$ cat src/rtl/hbridge_duty_ramp_overcurrent_assert.svh
// assertion macros for the h-bridge duty ramp block
// expects clk and arst_n in the scope of each use
`ifndef HBRIDGE_DUTY_RAMP_OVERCURRENT_ASSERT_SVH
`define HBRIDGE_DUTY_RAMP_OVERCURRENT_ASSERT_SVH

// consequent checked in the same cycle
`define HDRO_ASSERT_NOW(lbl, ante, cons, msg) \
	lbl: assert property (@(posedge clk) disable iff (!arst_n) (ante) |-> (cons)) else $error(msg);

// consequent checked in the cycle after the antecedent
`define HDRO_ASSERT_NEXT(lbl, ante, cons, msg) \
	lbl: assert property (@(posedge clk) disable iff (!arst_n) (ante) |=> (cons)) else $error(msg);

`endif

$ cat src/rtl/hdro_pkg.sv
// shared types and constants of the h-bridge duty ramp block
// no dependencies
`default_nettype none

package hdro_pkg;

	localparam int AVG_WINDOW_DEF = 8;
	localparam int RAMP_STEP_DEF  = 100;

	localparam int ADDR_W   = 5;
	localparam int DATA_W   = 32;
	localparam int IN_W     = 24;
	localparam int OUT_W    = 72;
	localparam int CMD_W    = 2;
	localparam int MV_W     = 12;
	localparam int REQ_W    = 12;
	localparam int DUTY_W   = 11;
	localparam int MAG_W    = 10;
	localparam int LEVEL_W  = 16;
	localparam int RES_W    = 17;
	localparam int SCALED_W = 23;
	localparam int PROD_W   = MAG_W + LEVEL_W;

	localparam int DUTY_FULL  = 1000;
	localparam int SENSE_GAIN = 1600;
	localparam int SCALED_MAX = 4095 * SENSE_GAIN;

	localparam logic [RES_W-1:0]    SENSE_RES_RST = 17'd1000;
	localparam logic [SCALED_W-1:0] WARN_RST      = 23'd4000;
	localparam logic [SCALED_W-1:0] ERROR_RST     = 23'd8000;
	localparam logic [LEVEL_W-1:0]  FULL_RST      = 16'd1023;

	typedef enum logic [CMD_W-1:0] {
		CMD_TICK  = 2'd0,
		CMD_SET   = 2'd1,
		CMD_COAST = 2'd2,
		CMD_BRAKE = 2'd3
	} cmd_t;

	typedef enum logic [2:0] {
		REG_SENSE = 3'd0,
		REG_WARN  = 3'd1,
		REG_ERROR = 3'd2,
		REG_SWAP  = 3'd3,
		REG_FULL  = 3'd4
	} reg_idx_t;

	typedef struct packed {
		logic busy;
		logic done;
	} unit_status_t;

endpackage

`default_nettype wire

$ cat src/rtl/hdro_ram.sv
// generic single-port-write ram with registered read
// no dependencies
`default_nettype none

module hdro_ram #(
	parameter int WIDTH = 8,
	parameter int DEPTH = 8
) (
	input  wire logic                                  clk,
	input  wire logic                                  wr_en,
	input  wire logic [(DEPTH > 1 ? $clog2(DEPTH) : 1)-1:0] wr_addr,
	input  wire logic [WIDTH-1:0]                      wr_data,
	input  wire logic                                  rd_en,
	input  wire logic [(DEPTH > 1 ? $clog2(DEPTH) : 1)-1:0] rd_addr,
	output logic      [WIDTH-1:0]                      rd_data
);

	logic [WIDTH-1:0] mem_q [DEPTH];

	always_ff @(posedge clk) begin
		if (wr_en) begin
			mem_q[wr_addr] <= wr_data;
		end
		if (rd_en) begin
			rd_data <= mem_q[rd_addr];
		end
	end

endmodule

`default_nettype wire

$ cat src/rtl/hdro_serdiv.sv
// restoring divider, one quotient bit per cycle
// depends on hdro_pkg
`default_nettype none

module hdro_serdiv #(
	parameter int DVD_W = 26,
	parameter int DVS_W = 17
) (
	input  wire logic               clk,
	input  wire logic               arst_n,
	input  wire logic               start,
	input  wire logic [DVD_W-1:0]   dividend,
	input  wire logic [DVS_W-1:0]   divisor,
	output logic      [DVD_W-1:0]   quotient,
	output hdro_pkg::unit_status_t  status
);

	localparam int CNT_W = $clog2(DVD_W + 1);

	logic [DVD_W-1:0] quo_q;
	logic [DVS_W-1:0] rem_q;
	logic [DVS_W-1:0] dvs_q;
	logic [CNT_W-1:0] cnt_q;
	logic             busy_q;
	logic             done_q;
	logic [DVS_W:0]   trial;
	logic             fits;

	assign trial = {rem_q, quo_q[DVD_W-1]};
	assign fits  = trial >= {1'b0, dvs_q};

	always_ff @(posedge clk or negedge arst_n) begin
		if (!arst_n) begin
			busy_q <= 1'b0;
			done_q <= 1'b0;
			cnt_q  <= '0;
		end else begin
			done_q <= 1'b0;
			if (start) begin
				busy_q <= 1'b1;
				cnt_q  <= CNT_W'(DVD_W);
			end else if (busy_q) begin
				cnt_q <= cnt_q - 1'b1;
				if (cnt_q == CNT_W'(1)) begin
					busy_q <= 1'b0;
					done_q <= 1'b1;
				end
			end
		end
	end

	always_ff @(posedge clk) begin
		if (start) begin
			quo_q <= dividend;
			rem_q <= '0;
			dvs_q <= divisor;
		end else if (busy_q) begin
			quo_q <= {quo_q[DVD_W-2:0], fits};
			rem_q <= fits ? DVS_W'(trial - {1'b0, dvs_q}) : DVS_W'(trial);
		end
	end

	assign quotient    = quo_q;
	assign status.busy = busy_q;
	assign status.done = done_q;

endmodule

`default_nettype wire

$ cat src/rtl/hdro_sermul.sv
// shift-add multiplier, one multiplier bit per cycle, msb first
// depends on hdro_pkg
`default_nettype none

module hdro_sermul #(
	parameter int A_W = 10,
	parameter int B_W = 16
) (
	input  wire logic               clk,
	input  wire logic               arst_n,
	input  wire logic               start,
	input  wire logic [A_W-1:0]     a,
	input  wire logic [B_W-1:0]     b,
	output logic      [A_W+B_W-1:0] product,
	output hdro_pkg::unit_status_t  status
);

	localparam int CNT_W = $clog2(A_W + 1);

	logic [A_W-1:0]     a_q;
	logic [B_W-1:0]     b_q;
	logic [A_W+B_W-1:0] acc_q;
	logic [CNT_W-1:0]   cnt_q;
	logic               busy_q;
	logic               done_q;

	always_ff @(posedge clk or negedge arst_n) begin
		if (!arst_n) begin
			busy_q <= 1'b0;
			done_q <= 1'b0;
			cnt_q  <= '0;
		end else begin
			done_q <= 1'b0;
			if (start) begin
				busy_q <= 1'b1;
				cnt_q  <= CNT_W'(A_W);
			end else if (busy_q) begin
				cnt_q <= cnt_q - 1'b1;
				if (cnt_q == CNT_W'(1)) begin
					busy_q <= 1'b0;
					done_q <= 1'b1;
				end
			end
		end
	end

	always_ff @(posedge clk) begin
		if (start) begin
			a_q   <= a;
			b_q   <= b;
			acc_q <= '0;
		end else if (busy_q) begin
			a_q   <= {a_q[A_W-2:0], 1'b0};
			acc_q <= {acc_q[A_W+B_W-2:0], 1'b0}
				+ (a_q[A_W-1] ? (A_W+B_W)'(b_q) : '0);
		end
	end

	assign product     = acc_q;
	assign status.busy = busy_q;
	assign status.done = done_q;

endmodule

`default_nettype wire

$ cat src/rtl/hbridge_duty_ramp_overcurrent.sv
// top level of the h-bridge duty ramp block with averaged current limit
// depends on hdro_pkg, hdro_ram, hdro_serdiv, hdro_sermul and the assert header
`default_nettype none

`include "hbridge_duty_ramp_overcurrent_assert.svh"

// Commands arrive one per transaction on the slave stream; each gives one status
// transaction on the master stream. Set-target and stop commands go straight to the
// output stage. A tick runs through one shared bit-serial divider three times (current
// scaling, window average, leg level, each over a DIV_W-bit dividend with DIV_W =
// max(26, 23 + log2 of AVG_WINDOW)) and once through the bit-serial multiplier; a tick
// that leaves the duty unchanged, or brings it to zero, skips the multiply and the last
// divide. The next command is taken as soon as a result sits in the output register.

module hbridge_duty_ramp_overcurrent #(
	parameter int AVG_WINDOW = hdro_pkg::AVG_WINDOW_DEF,
	parameter int RAMP_STEP  = hdro_pkg::RAMP_STEP_DEF
) (
	input  wire logic                          clk,
	input  wire logic                          arst_n,
	input  wire logic                          psel,
	input  wire logic                          penable,
	input  wire logic                          pwrite,
	input  wire logic [hdro_pkg::ADDR_W-1:0]   paddr,
	input  wire logic [hdro_pkg::DATA_W-1:0]   pwdata,
	output logic      [hdro_pkg::DATA_W-1:0]   prdata,
	output logic                               pready,
	input  wire logic                          s_axis_tvalid,
	output logic                               s_axis_tready,
	// sense_millivolts[11:0], duty_request[23:12]
	input  wire logic [hdro_pkg::IN_W-1:0]     s_axis_tdata,
	// command[1:0]
	input  wire logic [hdro_pkg::CMD_W-1:0]    s_axis_tuser,
	output logic                               m_axis_tvalid,
	input  wire logic                          m_axis_tready,
	// forward_level[15:0], reverse_level[31:16], duty_now[42:32],
	// current_average[65:43], over_error[66], over_warning[67], is_stopped[68]
	output logic      [hdro_pkg::OUT_W-1:0]    m_axis_tdata
);

	localparam int SLOT_W = AVG_WINDOW > 1 ? $clog2(AVG_WINDOW) : 1;
	localparam int SUM_W  = hdro_pkg::SCALED_W + $clog2(AVG_WINDOW);
	localparam int DIV_W  = SUM_W > hdro_pkg::PROD_W ? SUM_W : hdro_pkg::PROD_W;
	localparam int SW     = hdro_pkg::SCALED_W;
	localparam int DW     = hdro_pkg::DUTY_W;
	localparam int LW     = hdro_pkg::LEVEL_W;
	localparam int RW     = hdro_pkg::RES_W;

	typedef enum logic [3:0] {
		S_IDLE,
		S_SCALE,
		S_AVG_GO,
		S_AVG,
		S_DUTY,
		S_MUL_GO,
		S_MUL,
		S_LVL,
		S_DONE
	} state_t;

	// configuration registers
	logic [RW-1:0] sense_res_q;
	logic [SW-1:0] warn_level_q;
	logic [SW-1:0] error_level_q;
	logic          swap_q;
	logic [LW-1:0] full_scale_q;
	logic          cfg_wr;

	// block state
	state_t                 state_q;
	logic signed [DW-1:0]   duty_target_q;
	logic signed [DW-1:0]   duty_actual_q;
	logic [LW-1:0]          fwd_q;
	logic [LW-1:0]          rev_q;
	logic                   halted_q;
	logic [SUM_W-1:0]       ring_sum_q;
	logic [SLOT_W-1:0]      slot_q;
	logic [AVG_WINDOW-1:0]  valid_q;
	logic [SW-1:0]          avg_q;
	logic [1:0]             flag_q;
	logic                   m_valid_q;
	logic [hdro_pkg::OUT_W-1:0] out_data_q;

	// unit control
	logic                       div_start_q;
	logic [DIV_W-1:0]           div_dvd_q;
	logic [RW-1:0]              div_dvs_q;
	logic [DIV_W-1:0]           div_quo;
	hdro_pkg::unit_status_t     div_stat;
	logic                       mul_start_q;
	logic [hdro_pkg::MAG_W-1:0] mul_a_q;
	logic [hdro_pkg::PROD_W-1:0] mul_prod;
	hdro_pkg::unit_status_t     mul_stat;

	// input decode
	logic                          in_accept;
	hdro_pkg::cmd_t                cmd;
	logic [hdro_pkg::MV_W-1:0]     in_mv;
	logic signed [hdro_pkg::REQ_W-1:0] in_req;
	logic signed [DW-1:0]          req_clamped;
	logic [SW-1:0]                 sense_num;

	// ring access
	logic [SW-1:0] ring_rd;
	logic [SW-1:0] ring_old;
	logic [SW-1:0] scaled;

	// duty update
	logic signed [11:0] act_x;
	logic signed [11:0] tgt_x;
	logic signed [11:0] act_mag;
	logic signed [11:0] tgt_mag;
	logic signed [11:0] delta;
	logic signed [11:0] delta_mag;
	logic signed [11:0] ramp_x;
	logic signed [11:0] step_x;
	logic               sign_change;
	logic signed [DW-1:0] duty_next;
	logic               leg_reverse;

	assign pready = 1'b1;
	assign cfg_wr = psel & penable & pwrite & pready;

	always_ff @(posedge clk or negedge arst_n) begin
		if (!arst_n) begin
			sense_res_q   <= hdro_pkg::SENSE_RES_RST;
			warn_level_q  <= hdro_pkg::WARN_RST;
			error_level_q <= hdro_pkg::ERROR_RST;
			swap_q        <= 1'b0;
			full_scale_q  <= hdro_pkg::FULL_RST;
		end else if (cfg_wr) begin
			unique case (hdro_pkg::reg_idx_t'(paddr[4:2]))
				hdro_pkg::REG_SENSE: sense_res_q   <= pwdata[RW-1:0];
				hdro_pkg::REG_WARN:  warn_level_q  <= pwdata[SW-1:0];
				hdro_pkg::REG_ERROR: error_level_q <= pwdata[SW-1:0];
				hdro_pkg::REG_SWAP:  swap_q        <= pwdata[0];
				hdro_pkg::REG_FULL:  full_scale_q  <= pwdata[LW-1:0];
				default: ;
			endcase
		end
	end

	always_comb begin
		unique case (hdro_pkg::reg_idx_t'(paddr[4:2]))
			hdro_pkg::REG_SENSE: prdata = 32'(sense_res_q);
			hdro_pkg::REG_WARN:  prdata = 32'(warn_level_q);
			hdro_pkg::REG_ERROR: prdata = 32'(error_level_q);
			hdro_pkg::REG_SWAP:  prdata = 32'(swap_q);
			hdro_pkg::REG_FULL:  prdata = 32'(full_scale_q);
			default:             prdata = '0;
		endcase
	end

	assign s_axis_tready = (state_q == S_IDLE);
	assign in_accept     = s_axis_tvalid & s_axis_tready;
	assign cmd           = hdro_pkg::cmd_t'(s_axis_tuser);
	assign in_mv         = s_axis_tdata[11:0];
	assign in_req        = s_axis_tdata[23:12];

	// mv * 1600 as three shifted terms
	assign sense_num = SW'({in_mv, 10'b0}) + SW'({in_mv, 9'b0}) + SW'({in_mv, 6'b0});

	always_comb begin
		if (in_req > 12'sd1000) begin
			req_clamped = 11'sd1000;
		end else if (in_req < -12'sd1000) begin
			req_clamped = -11'sd1000;
		end else begin
			req_clamped = DW'(in_req);
		end
	end

	hdro_ram #(
		.WIDTH(SW),
		.DEPTH(AVG_WINDOW)
	) u_ring (
		.clk    (clk),
		.wr_en  (state_q == S_SCALE && div_stat.done),
		.wr_addr(slot_q),
		.wr_data(scaled),
		.rd_en  (in_accept),
		.rd_addr(slot_q),
		.rd_data(ring_rd)
	);

	assign ring_old = valid_q[slot_q] ? ring_rd : '0;
	assign scaled   = div_quo[SW-1:0];

	hdro_serdiv #(
		.DVD_W(DIV_W),
		.DVS_W(RW)
	) u_div (
		.clk     (clk),
		.arst_n  (arst_n),
		.start   (div_start_q),
		.dividend(div_dvd_q),
		.divisor (div_dvs_q),
		.quotient(div_quo),
		.status  (div_stat)
	);

	hdro_sermul #(
		.A_W(hdro_pkg::MAG_W),
		.B_W(LW)
	) u_mul (
		.clk    (clk),
		.arst_n (arst_n),
		.start  (mul_start_q),
		.a      (mul_a_q),
		.b      (full_scale_q),
		.product(mul_prod),
		.status (mul_stat)
	);

	always_comb begin
		act_x       = {duty_actual_q[DW-1], duty_actual_q};
		tgt_x       = {duty_target_q[DW-1], duty_target_q};
		act_mag     = act_x[11] ? -act_x : act_x;
		tgt_mag     = tgt_x[11] ? -tgt_x : tgt_x;
		delta       = tgt_x - act_x;
		delta_mag   = delta[11] ? -delta : delta;
		ramp_x      = 12'(RAMP_STEP);
		step_x      = (delta_mag < ramp_x) ? delta_mag : ramp_x;
		sign_change = (act_x[11] && tgt_x > 12'sd0) || (act_x > 12'sd0 && tgt_x[11]);
		if (sign_change) begin
			duty_next = '0;
		end else if (tgt_mag < act_mag) begin
			duty_next = duty_target_q;
		end else if (delta[11]) begin
			duty_next = DW'(act_x - step_x);
		end else begin
			duty_next = DW'(act_x + step_x);
		end
	end

	assign leg_reverse = duty_actual_q[DW-1] ^ swap_q;

	always_ff @(posedge clk or negedge arst_n) begin
		if (!arst_n) begin
			state_q       <= S_IDLE;
			duty_target_q <= '0;
			duty_actual_q <= '0;
			fwd_q         <= '0;
			rev_q         <= '0;
			halted_q      <= 1'b1;
			ring_sum_q    <= '0;
			slot_q        <= '0;
			valid_q       <= '0;
			avg_q         <= '0;
			flag_q        <= '0;
			m_valid_q     <= 1'b0;
			out_data_q    <= '0;
			div_start_q   <= 1'b0;
			div_dvd_q     <= '0;
			div_dvs_q     <= '0;
			mul_start_q   <= 1'b0;
			mul_a_q       <= '0;
		end else begin
			div_start_q <= 1'b0;
			mul_start_q <= 1'b0;
			if (m_valid_q && m_axis_tready) begin
				m_valid_q <= 1'b0;
			end
			unique case (state_q)
				S_IDLE: begin
					if (in_accept) begin
						state_q <= S_DONE;
						unique case (cmd)
							hdro_pkg::CMD_TICK: begin
								div_start_q <= 1'b1;
								div_dvd_q   <= DIV_W'(sense_num);
								div_dvs_q   <= (sense_res_q == '0) ? RW'(1) : sense_res_q;
								state_q     <= S_SCALE;
							end
							hdro_pkg::CMD_SET: begin
								duty_target_q <= req_clamped;
							end
							hdro_pkg::CMD_COAST: begin
								duty_target_q <= '0;
								duty_actual_q <= '0;
								fwd_q         <= '0;
								rev_q         <= '0;
								halted_q      <= 1'b1;
							end
							hdro_pkg::CMD_BRAKE: begin
								duty_target_q <= '0;
								duty_actual_q <= '0;
								fwd_q         <= full_scale_q;
								rev_q         <= full_scale_q;
								halted_q      <= 1'b1;
							end
							default: ;
						endcase
					end
				end
				S_SCALE: begin
					if (div_stat.done) begin
						ring_sum_q      <= ring_sum_q - SUM_W'(ring_old) + SUM_W'(scaled);
						valid_q[slot_q] <= 1'b1;
						slot_q          <= (slot_q == SLOT_W'(AVG_WINDOW - 1)) ? '0
							: slot_q + 1'b1;
						state_q         <= S_AVG_GO;
					end
				end
				S_AVG_GO: begin
					div_start_q <= 1'b1;
					div_dvd_q   <= DIV_W'(ring_sum_q);
					div_dvs_q   <= RW'(AVG_WINDOW);
					state_q     <= S_AVG;
				end
				S_AVG: begin
					if (div_stat.done) begin
						avg_q   <= div_quo[SW-1:0];
						state_q <= S_DUTY;
					end
				end
				S_DUTY: begin
					flag_q <= {avg_q >= error_level_q, avg_q >= warn_level_q};
					if (duty_target_q != duty_actual_q) begin
						duty_actual_q <= duty_next;
						state_q       <= S_MUL_GO;
					end else begin
						state_q <= S_DONE;
					end
				end
				S_MUL_GO: begin
					if (duty_actual_q == '0) begin
						halted_q <= 1'b1;
						fwd_q    <= full_scale_q;
						rev_q    <= full_scale_q;
						state_q  <= S_DONE;
					end else begin
						mul_start_q <= 1'b1;
						mul_a_q     <= hdro_pkg::MAG_W'(act_mag);
						state_q     <= S_MUL;
					end
				end
				S_MUL: begin
					if (mul_stat.done) begin
						div_start_q <= 1'b1;
						div_dvd_q   <= DIV_W'(mul_prod);
						div_dvs_q   <= RW'(hdro_pkg::DUTY_FULL);
						state_q     <= S_LVL;
					end
				end
				S_LVL: begin
					if (div_stat.done) begin
						halted_q <= 1'b0;
						if (leg_reverse) begin
							rev_q <= div_quo[LW-1:0];
							fwd_q <= '0;
						end else begin
							fwd_q <= div_quo[LW-1:0];
							rev_q <= '0;
						end
						state_q <= S_DONE;
					end
				end
				S_DONE: begin
					if (!m_valid_q || m_axis_tready) begin
						m_valid_q  <= 1'b1;
						out_data_q <= {3'b0, halted_q, flag_q[0], flag_q[1], avg_q,
							duty_actual_q, rev_q, fwd_q};
						state_q    <= S_IDLE;
					end
				end
				default: state_q <= S_IDLE;
			endcase
		end
	end

	assign m_axis_tvalid = m_valid_q;
	assign m_axis_tdata  = out_data_q;

	`HDRO_ASSERT_NOW(a_halt_matches_duty, state_q == S_IDLE,
		halted_q == (duty_actual_q == '0), "halted flag disagrees with duty")
	`HDRO_ASSERT_NOW(a_duty_range, 1'b1,
		duty_actual_q <= 11'sd1000 && duty_actual_q >= -11'sd1000, "duty out of range")
	`HDRO_ASSERT_NOW(a_avg_bound, 1'b1,
		avg_q <= SW'(hdro_pkg::SCALED_MAX), "average above largest sample")
	`HDRO_ASSERT_NOW(a_units_quiet, state_q == S_IDLE || state_q == S_DONE,
		!div_stat.busy && !mul_stat.busy, "arithmetic unit busy between commands")
	`HDRO_ASSERT_NEXT(a_tick_starts_div, in_accept && cmd == hdro_pkg::CMD_TICK,
		div_start_q && state_q == S_SCALE, "tick did not start the divider")

endmodule

`default_nettype wire

$ cat config.mk
export PLATFORM = sky130hd
export DESIGN_NAME = hbridge_duty_ramp_overcurrent
export DESIGN_NICKNAME = d
export VERILOG_FILES = /design/src/rtl/hdro_pkg.sv /design/src/rtl/hdro_ram.sv /design/src/rtl/hdro_serdiv.sv /design/src/rtl/hdro_sermul.sv /design/src/rtl/hbridge_duty_ramp_overcurrent.sv
export VERILOG_INCLUDE_DIRS = /design/src /design/src/rtl
export SDC_FILE = /design/constraint.sdc
export NUM_CORES = 1
export LEC_CHECK = 0
export BUFFER_PORTS_ARGS = -buffer_cell sky130_fd_sc_hd__buf_2
export CORE_MARGIN = 3
export CORE_UTILIZATION = 45
export DETAILED_ROUTE_END_ITERATION = 10
export SLEW_MARGIN = 0
export SYNTH_ARGS = -nofsm -noshare
export SYNTH_HDL_FRONTEND = slang
export SYNTH_SLANG_ARGS = --single-unit
$ cat constraint.sdc
create_clock -name clk -period 12.9 [get_ports clk]
set_input_delay 1.29 -clock clk [delete_from_list [all_inputs] [get_ports clk]]
set_output_delay 1.29 -clock clk [all_outputs]
set_load 0.005 [all_outputs]
* Word level (Yosys, flattened, before mapping) *
Memory sizes are Yosys's and may differ from the RTL's. A register that Yosys moved wholly into a read port is not among the register bits.
Index checks and enable logic that the tools add are counted.

storage, ports and cells
  flip-flop bits (word level) = 451
  bits in latches = 0
  RAM bits = 184
  bits in read-only memories = 0
  input bits = 70
  memories = 1

cells by class
  add/subtract/negate cells = 15
  multipliers = 0
  divide/modulo/power cells = 0
  magnitude comparators = 11
  eq/ne operators = 30
  shifts and indexed selects = 0
  mux-type cells = 87
  bitwise operators = 6
  reductions and logical operators = 35

memories
  name          depth  width  rd ports  clocked after Yosys merged registers in  wr ports  line            source
  u_ring.mem_q  8      23     1         1                                        1         hdro_ram.sv:18  logic [WIDTH-1:0] mem_q [DEPTH];

operator list
  operator               number
  $mux W26               5
  $pmux W23 S5           1
  $mux W16               7
  $mux W11               9
  $pmux W16 S3           2
  $mux W17               5
  $pmux W26 S3           1
  $pmux W17 S3           1
  $ge A23 B23 Y1         2
  $mux W4                11
  $pmux W11 S2           2
  $mux W12               3
  $pmux W4 S9            1
  $pmux W16 S2           1
  $mux W1                28
  $add A26 B23 Y26       1
  $add A26 B26 Y26       1
  $sub A26 B23 Y26       1
  $neg A11 Y12           2
  $add A22 B21 Y23       1
  $add A23 B18 Y23       1
  $mux W23               1
  $gt A11 B1 Y1 const B  2
  $mux W10               2
  other kinds (54)       93

* Depth between registers and ports, before layout *
  depth after elaboration = 11
  depth in mapped cells = 33

* Cells and area by module *
Synthesis repeated with hierarchy kept, for this count alone.

second synthesis, totals
  cell total of the unflattened synthesis = 2,969
  area, all modules = 34,429.3 um^2

modules (own cells, without submodules)
  module                         instances  cells each  area each (um^2)  sequential area each (um^2)
  hbridge_duty_ramp_overcurrent  1          1,992       19,588.8          8,194.1
  hdro_ram                       1          301         7,796.2           6,216.0
  hdro_serdiv                    1          346         3,768.6           1,806.7
  hdro_sermul                    1          330         3,275.6           1,451.4

* Least setup slack after synthesis *
OpenSTA, ideal clock, no wires.

  path type = register -> register
  from = register duty_target_q[0]
  to = register duty_actual_q[10]
  arrival = 5,645 ps
  required time = 12,770 ps
  setup slack = 7,125 ps
  stages on the path, launching flop included = 33
  cell sequence = dfrtp_1 > inv_1 > ha_1 > inv_1 > fa_1 > a211oi_2 > nor3_1 > nor3_1 > xor2_1 > and4_2 > a21oi_1 > o22ai_1 > o311a_4 > nor2_4 > buf_6 > a21o_1 > ha_1 > nor2_1 > o21ai_0 > mux2i_1 > nor2_1 > ha_1 > nor2b_1 > o21ai_0 > a21boi_0 > o21ai_0 > a21oi_1 > a21o_1 > a21oi_1 > xnor2_1 > xnor2_1 > xnor2_1 > o31ai_2

between the ends
  cells in the longest elaborated chain, start to end = 11
  elaborated cells between the ends (all ways) = 21
  classes of those cells = add/sub (5); order compare (3); eq/ne (2); mux (8); reduce/logical (3)

RTL lines
  item                                                  line                                                                        source
  start: declaration                                    hbridge_duty_ramp_overcurrent.sv:71                                         logic signed [DW-1:0] duty_target_q;
  start signal: assignment                              hbridge_duty_ramp_overcurrent.sv:276                                        duty_target_q <= req_clamped;
  $sub A11 B11 Y12                                      hbridge_duty_ramp_overcurrent.sv:220                                        delta = tgt_x - act_x;
  $neg A12 Y12                                          hbridge_duty_ramp_overcurrent.sv:221                                        delta_mag = delta[11] ? -delta : delta;
  $mux W12                                              hbridge_duty_ramp_overcurrent.sv:221
  $lt A12 B8 Y1                                         hbridge_duty_ramp_overcurrent.sv:223                                        step_x = (delta_mag < ramp_x) ? delta_mag : ramp_x;
  $mux W11                                              hbridge_duty_ramp_overcurrent.sv:223
  $add A11 B11 Y11 or $sub A11 B11 Y11 (tied branches)  hbridge_duty_ramp_overcurrent.sv:232, hbridge_duty_ramp_overcurrent.sv:230
  $mux W11                                              hbridge_duty_ramp_overcurrent.sv:229                                        end else if (delta[11]) begin
  $mux W11                                              hbridge_duty_ramp_overcurrent.sv:227                                        end else if (tgt_mag < act_mag) begin
  $mux W11                                              hbridge_duty_ramp_overcurrent.sv:225                                        if (sign_change) begin
  $mux W11                                              hbridge_duty_ramp_overcurrent.sv:319                                        if (duty_target_q != duty_actual_q) begin
  $pmux W11 S2                                          hbridge_duty_ramp_overcurrent.sv:264                                        unique case (state_q)
  end signal: assignment                                hbridge_duty_ramp_overcurrent.sv:320                                        duty_actual_q <= duty_next;
  end: declaration                                      hbridge_duty_ramp_overcurrent.sv:72                                         logic signed [DW-1:0] duty_actual_q;

Several ways; a longest one is shown, not always the timed one. The select of a mux whose other input is x is not followed.
A chain may end at the register's enable or synchronous reset.

* Final worst setup path *
  from = register duty_actual_q[10]
  to = register duty_actual_q[10]

between the ends
  cells in the longest elaborated chain, start to end = 11
  elaborated cells between the ends (all ways) = 22
  classes of those cells = add/sub (5); order compare (3); eq/ne (2); mux (8); reduce/logical (4)

RTL lines
  item                                                  line
  $sub A11 B11 Y12                                      hbridge_duty_ramp_overcurrent.sv:220
  $neg A12 Y12                                          hbridge_duty_ramp_overcurrent.sv:221
  $mux W12                                              hbridge_duty_ramp_overcurrent.sv:221
  $lt A12 B8 Y1                                         hbridge_duty_ramp_overcurrent.sv:223
  $mux W11                                              hbridge_duty_ramp_overcurrent.sv:223
  $add A11 B11 Y11 or $sub A11 B11 Y11 (tied branches)  hbridge_duty_ramp_overcurrent.sv:232, hbridge_duty_ramp_overcurrent.sv:230
  $mux W11                                              hbridge_duty_ramp_overcurrent.sv:229
  $mux W11                                              hbridge_duty_ramp_overcurrent.sv:227
  $mux W11                                              hbridge_duty_ramp_overcurrent.sv:225
  $mux W11                                              hbridge_duty_ramp_overcurrent.sv:319
  $pmux W11 S2                                          hbridge_duty_ramp_overcurrent.sv:264

Several ways; a longest one is shown, not always the timed one. The select of a mux whose other input is x is not followed.

==> reports/results.ini <==
[outcome]
result_of_the_run = finished, final reports clean

[sta]
final.setup.worst_slack_ns = 5.859
timing.setup.tns_ns = 0
worst_slew_slack_as_a_fraction_of_its_limit_pct = 19.57
report.final.setup_viol = 0
max_clock_freq_ghz = 0.1420
slew_violations = 0
tightest_slew_ns = 1.204
period_share_pct = 54.58
timing_hold_violations_final = 0
rsz0062_at_grt = no
post_route_minimum_period_ns = 7.041
fin_skew_ns = 0.04812

[power]
cellLeakagePower_nw = 16.12
max-vdd-ir-drop_v = 0.0001283
switchingPower_w = 0.003828
power.share.switching_pct = 39.87
internal_pwr_total_w = 0.005772
power_density_mw_per_mm2 = 257.2
seqPwrFrac_pct = 35.3
clockPowerShare_pct = 21.9
share_comb_of_total_power_pct = 42.8

[min_path]
hold_path.startpoint = div_dvs_q[0]
min_to = u_div.dvs_q[0]
hp-class = reg -> reg
min_delay_path_depth = 0

[global_route]
grt_pass1_wl_mm = 138.8
grt_start_max_net_pins = 92
grt-ovfl-total = 0
vias_in_the_first_global_route = 23340
grt_util_all_layers_pct = 23.13
antenna_found_initial = 10

[clocking]
numClockSinks = 658
clock_tree.htree_level_count = 3
post-cts-setup-buffers = 0
cts_buffers = 73
cts.root.buffer_cell = clkbuf_16
cts_hold_buffers = 0
post_cts_resize_count = 0
path_clk_slew_ns = 0.06
cts_tree = built
clock_insertion_delay_worst_skew_ns = 0.63
clk_path_buf_depth = 3

[yosys]
postSynthRegisterBits = 658
yosys.cell_types.count = 86
post_synth_inst_count = 2969
sequential_fraction_of_the_synthesis_area_pct = 53.44
synthesis.area_per_instance_um2 = 11.14
netlist_area_mm2 = 0.03306
synth_edf_count = 276
yosys_most_used_dff = dfrtp_1
synth.yosys.warnings = 0
asyncSetResetFlopFracSynth_pct = 51.52

[placed_design]
hpwlAfterDp_mm = 62.15
global_placer_s_final_weighted_congestion = 0.8908
place.port_buffers = 152
placedCellCount = 3981
postPlaceCellArea_mm2 = 0.03486
dp_slack_ns = 5.936

[worst_setup_path]
cp_data_arrival_time_ns = 7.53
critical-path-slowest-cell = dfrtp_1
crit_path_max_incr_delay_ns = 0.70
cp-start-kind = flop
critPathRequiredTime_ns = 13.38
worstRegToRegCells = 28
crit_type = reg -> reg
timing.rr.start = duty_actual_q[10]
crit_path_max_fanout = 14
register_to_register_setup_slack_ns = 5.86
timing.critical_path.to_type = flop
reg2reg_to = duty_actual_q[10]

[floorplan]
io_pins = 177
design.core.area_mm2 = 0.07210
die_area_mm2 = 0.07676
die_w_um = 277.1
initial_utilization_pct = 45.86
num_rows = 98
die-height_um = 277.1

[route]
drt-initial-drc-count = 1907
detailroute.via_count = 23560
drc = 0
vias_per_cell = 5.720
drt-wirelength-per-cell_um = 21.86
postRouteAntennaNets = 0
wl_mm = 90.01
drt-pass1-iter-count = 6

[finish]
nNetsFinal = 3374
layout-drive-gt1-share_pct = 16.08
cell_area_after_layout_mm2 = 0.03732
syn_to_final_growth_pct = 12.88
post_layout_nonfiller_instances = 4118

[flow_run]
cap_violations = 0

[layout by cell type, fill, tap and decap left out, drive strengths merged, types with 69 or more instances in the layout]
| cell type | synthesis | final |
|---|---|---|
| a21oi | 95 | 95 |
| a22oi | 129 | 129 |
| buf | 24 | 197 |
| clkbuf | 124 | 108 |
| dfrtp | 310 | 310 |
| edfxtp | 276 | 276 |
| ha | 162 | 162 |
| inv | 220 | 221 |
| mux2 | 127 | 127 |
| nand2 | 266 | 266 |
| nor2 | 173 | 173 |
| o21ai | 235 | 235 |
| xnor2 | 69 | 69 |
[synthesized netlist by cell type, types with 17 or more instances]
cell type / count / area share [%]
dfrtp_1: 310 / 23
edfxtp_1: 276 / 25
nand2_1: 266 / 3.0
o21ai_0: 233 / 3.5
inv_1: 220 / 2.5
nor2_1: 171 / 1.9
ha_1: 162 / 6.1
a22oi_1: 129 / 2.9
mux2_2: 127 / 4.3
clkbuf_1: 124 / 1.4
a21oi_1: 95 / 1.4
xnor2_1: 69 / 1.8
nor2b_1: 46 / 0.87
dfxtp_1: 43 / 2.6
nand4_1: 41 / 0.78
a21o_1: 40 / 0.91
a22o_1: 38 / 1.0
mux2i_1: 38 / 1.2
nor3_1: 37 / 0.56
fa_1: 36 / 2.2
nand2b_1: 34 / 0.64
a211oi_1: 32 / 0.73
and2_1: 29 / 0.55
dfstp_2: 29 / 2.3
xor2_1: 29 / 0.77
nand3_1: 21 / 0.32
a221o_1: 19 / 0.58
o21a_1: 18 / 0.41
o31ai_1: 17 / 0.39
[power groups by stage]
stage                     Combinational (W)  Clock [W]  Sequential [W]
after CTS                           0.00409    0.00215         0.00338
after detailed placement            0.00406          0         0.00342
after global placement              0.00395          0         0.00339
after floorplan                     0.00317          0         0.00313
after global routing                0.00462    0.00223         0.00345
final                               0.00410    0.00210         0.00339
[worst max-delay path: cells and delay by family (launching register included)]
family,cells,cell delay [ns]
AND/OR/NAND/NOR,7,1.13
XOR/XNOR,3,0.49
flip-flops,1,0.70
AO/OA/AOI/OAI,13,2.87
multiplexers,1,0.17
adder cells (fa/ha/maj),3,1.06
buffers and inverters,1,0.49
[worst max-delay path by stage]
stage,from,endpoint,slack (ns),cells after the start
floorplan,duty_target_q[0],duty_actual_q[10],7.13,32
global placement,duty_actual_q[10],duty_actual_q[10],6.04,28
detailed placement,duty_actual_q[10],duty_actual_q[10],5.94,28
CTS,duty_actual_q[10],duty_actual_q[10],5.88,28
global route,duty_actual_q[10],duty_actual_q[10],5.25,29
finish,duty_actual_q[10],duty_actual_q[10],5.86,28
[sequential cells by signal (all words and copies together) (netlist names), 16 cells and up]
name / flops
u_mul.product: 26
u_ring.mem_q: 184
div_dvs_q: 17
u_ring.rd_data: 23
u_div.dvs_q: 17
u_mul.b_q: 16
ring_sum_q: 26
warn_level_q: 23
div_dvd_q: 26
full_scale_q: 16
avg_q: 23
u_div.rem_q: 17
u_div.quotient: 26
rev_q: 16
fwd_q: 16
m_axis_tdata: 69
sense_res_q: 17
error_level_q: 23
[logic make-up after synthesis]
logic type	share of synthesized area [%]
compound gates	15.18
xor+xnor	2.596
flops	53.44
fa+ha+maj	8.311
other cells	0.02272
mux	5.476
buf+inv	4.382
simple gates	10.59
[routing by layer]
layer | part of all wire, % | up-vias | GRT usage [%]
met3 | 7.0 | 143 | 3.810
li1 | - | 10980 | -
met4 | 2.8 | 4 | 7.031
met1 | 45 | 11620 | 32.98
met2 | 46 | 810 | 36.36
met5 | 0.036 | - | 0
[metrics by stage]
step / hold WS (ns) / power, W / util (%)
2_1_floorplan: 0.4248 / 0.006301 / -
3_3_place_gp: 0.4409 / 0.007343 / 48.35
3_5_place_dp: 0.4398 / 0.007479 / 48.35
4_1_cts: 0.4515 / 0.009624 / 51.75
5_1_grt: 0.4550 / 0.01030 / 51.75
6_report: 0.4481 / 0.009600 / 51.76
[cell type report]
cell class / count / area, um^2
Fill cell: 6403 / 34780
Sequential cell: 658 / 17670
Multi-Input combinational cell: 1955 / 14070
Clock buffer: 108 / 2032
Tap cell: 950 / 1189
Timing Repair Buffer: 197 / 1109
Inverter: 221 / 829.5
Clock inverter: 26 / 416.7
Antenna cell: 3 / 7.507
No activity file was read; power rests on OpenSTA's default activity.
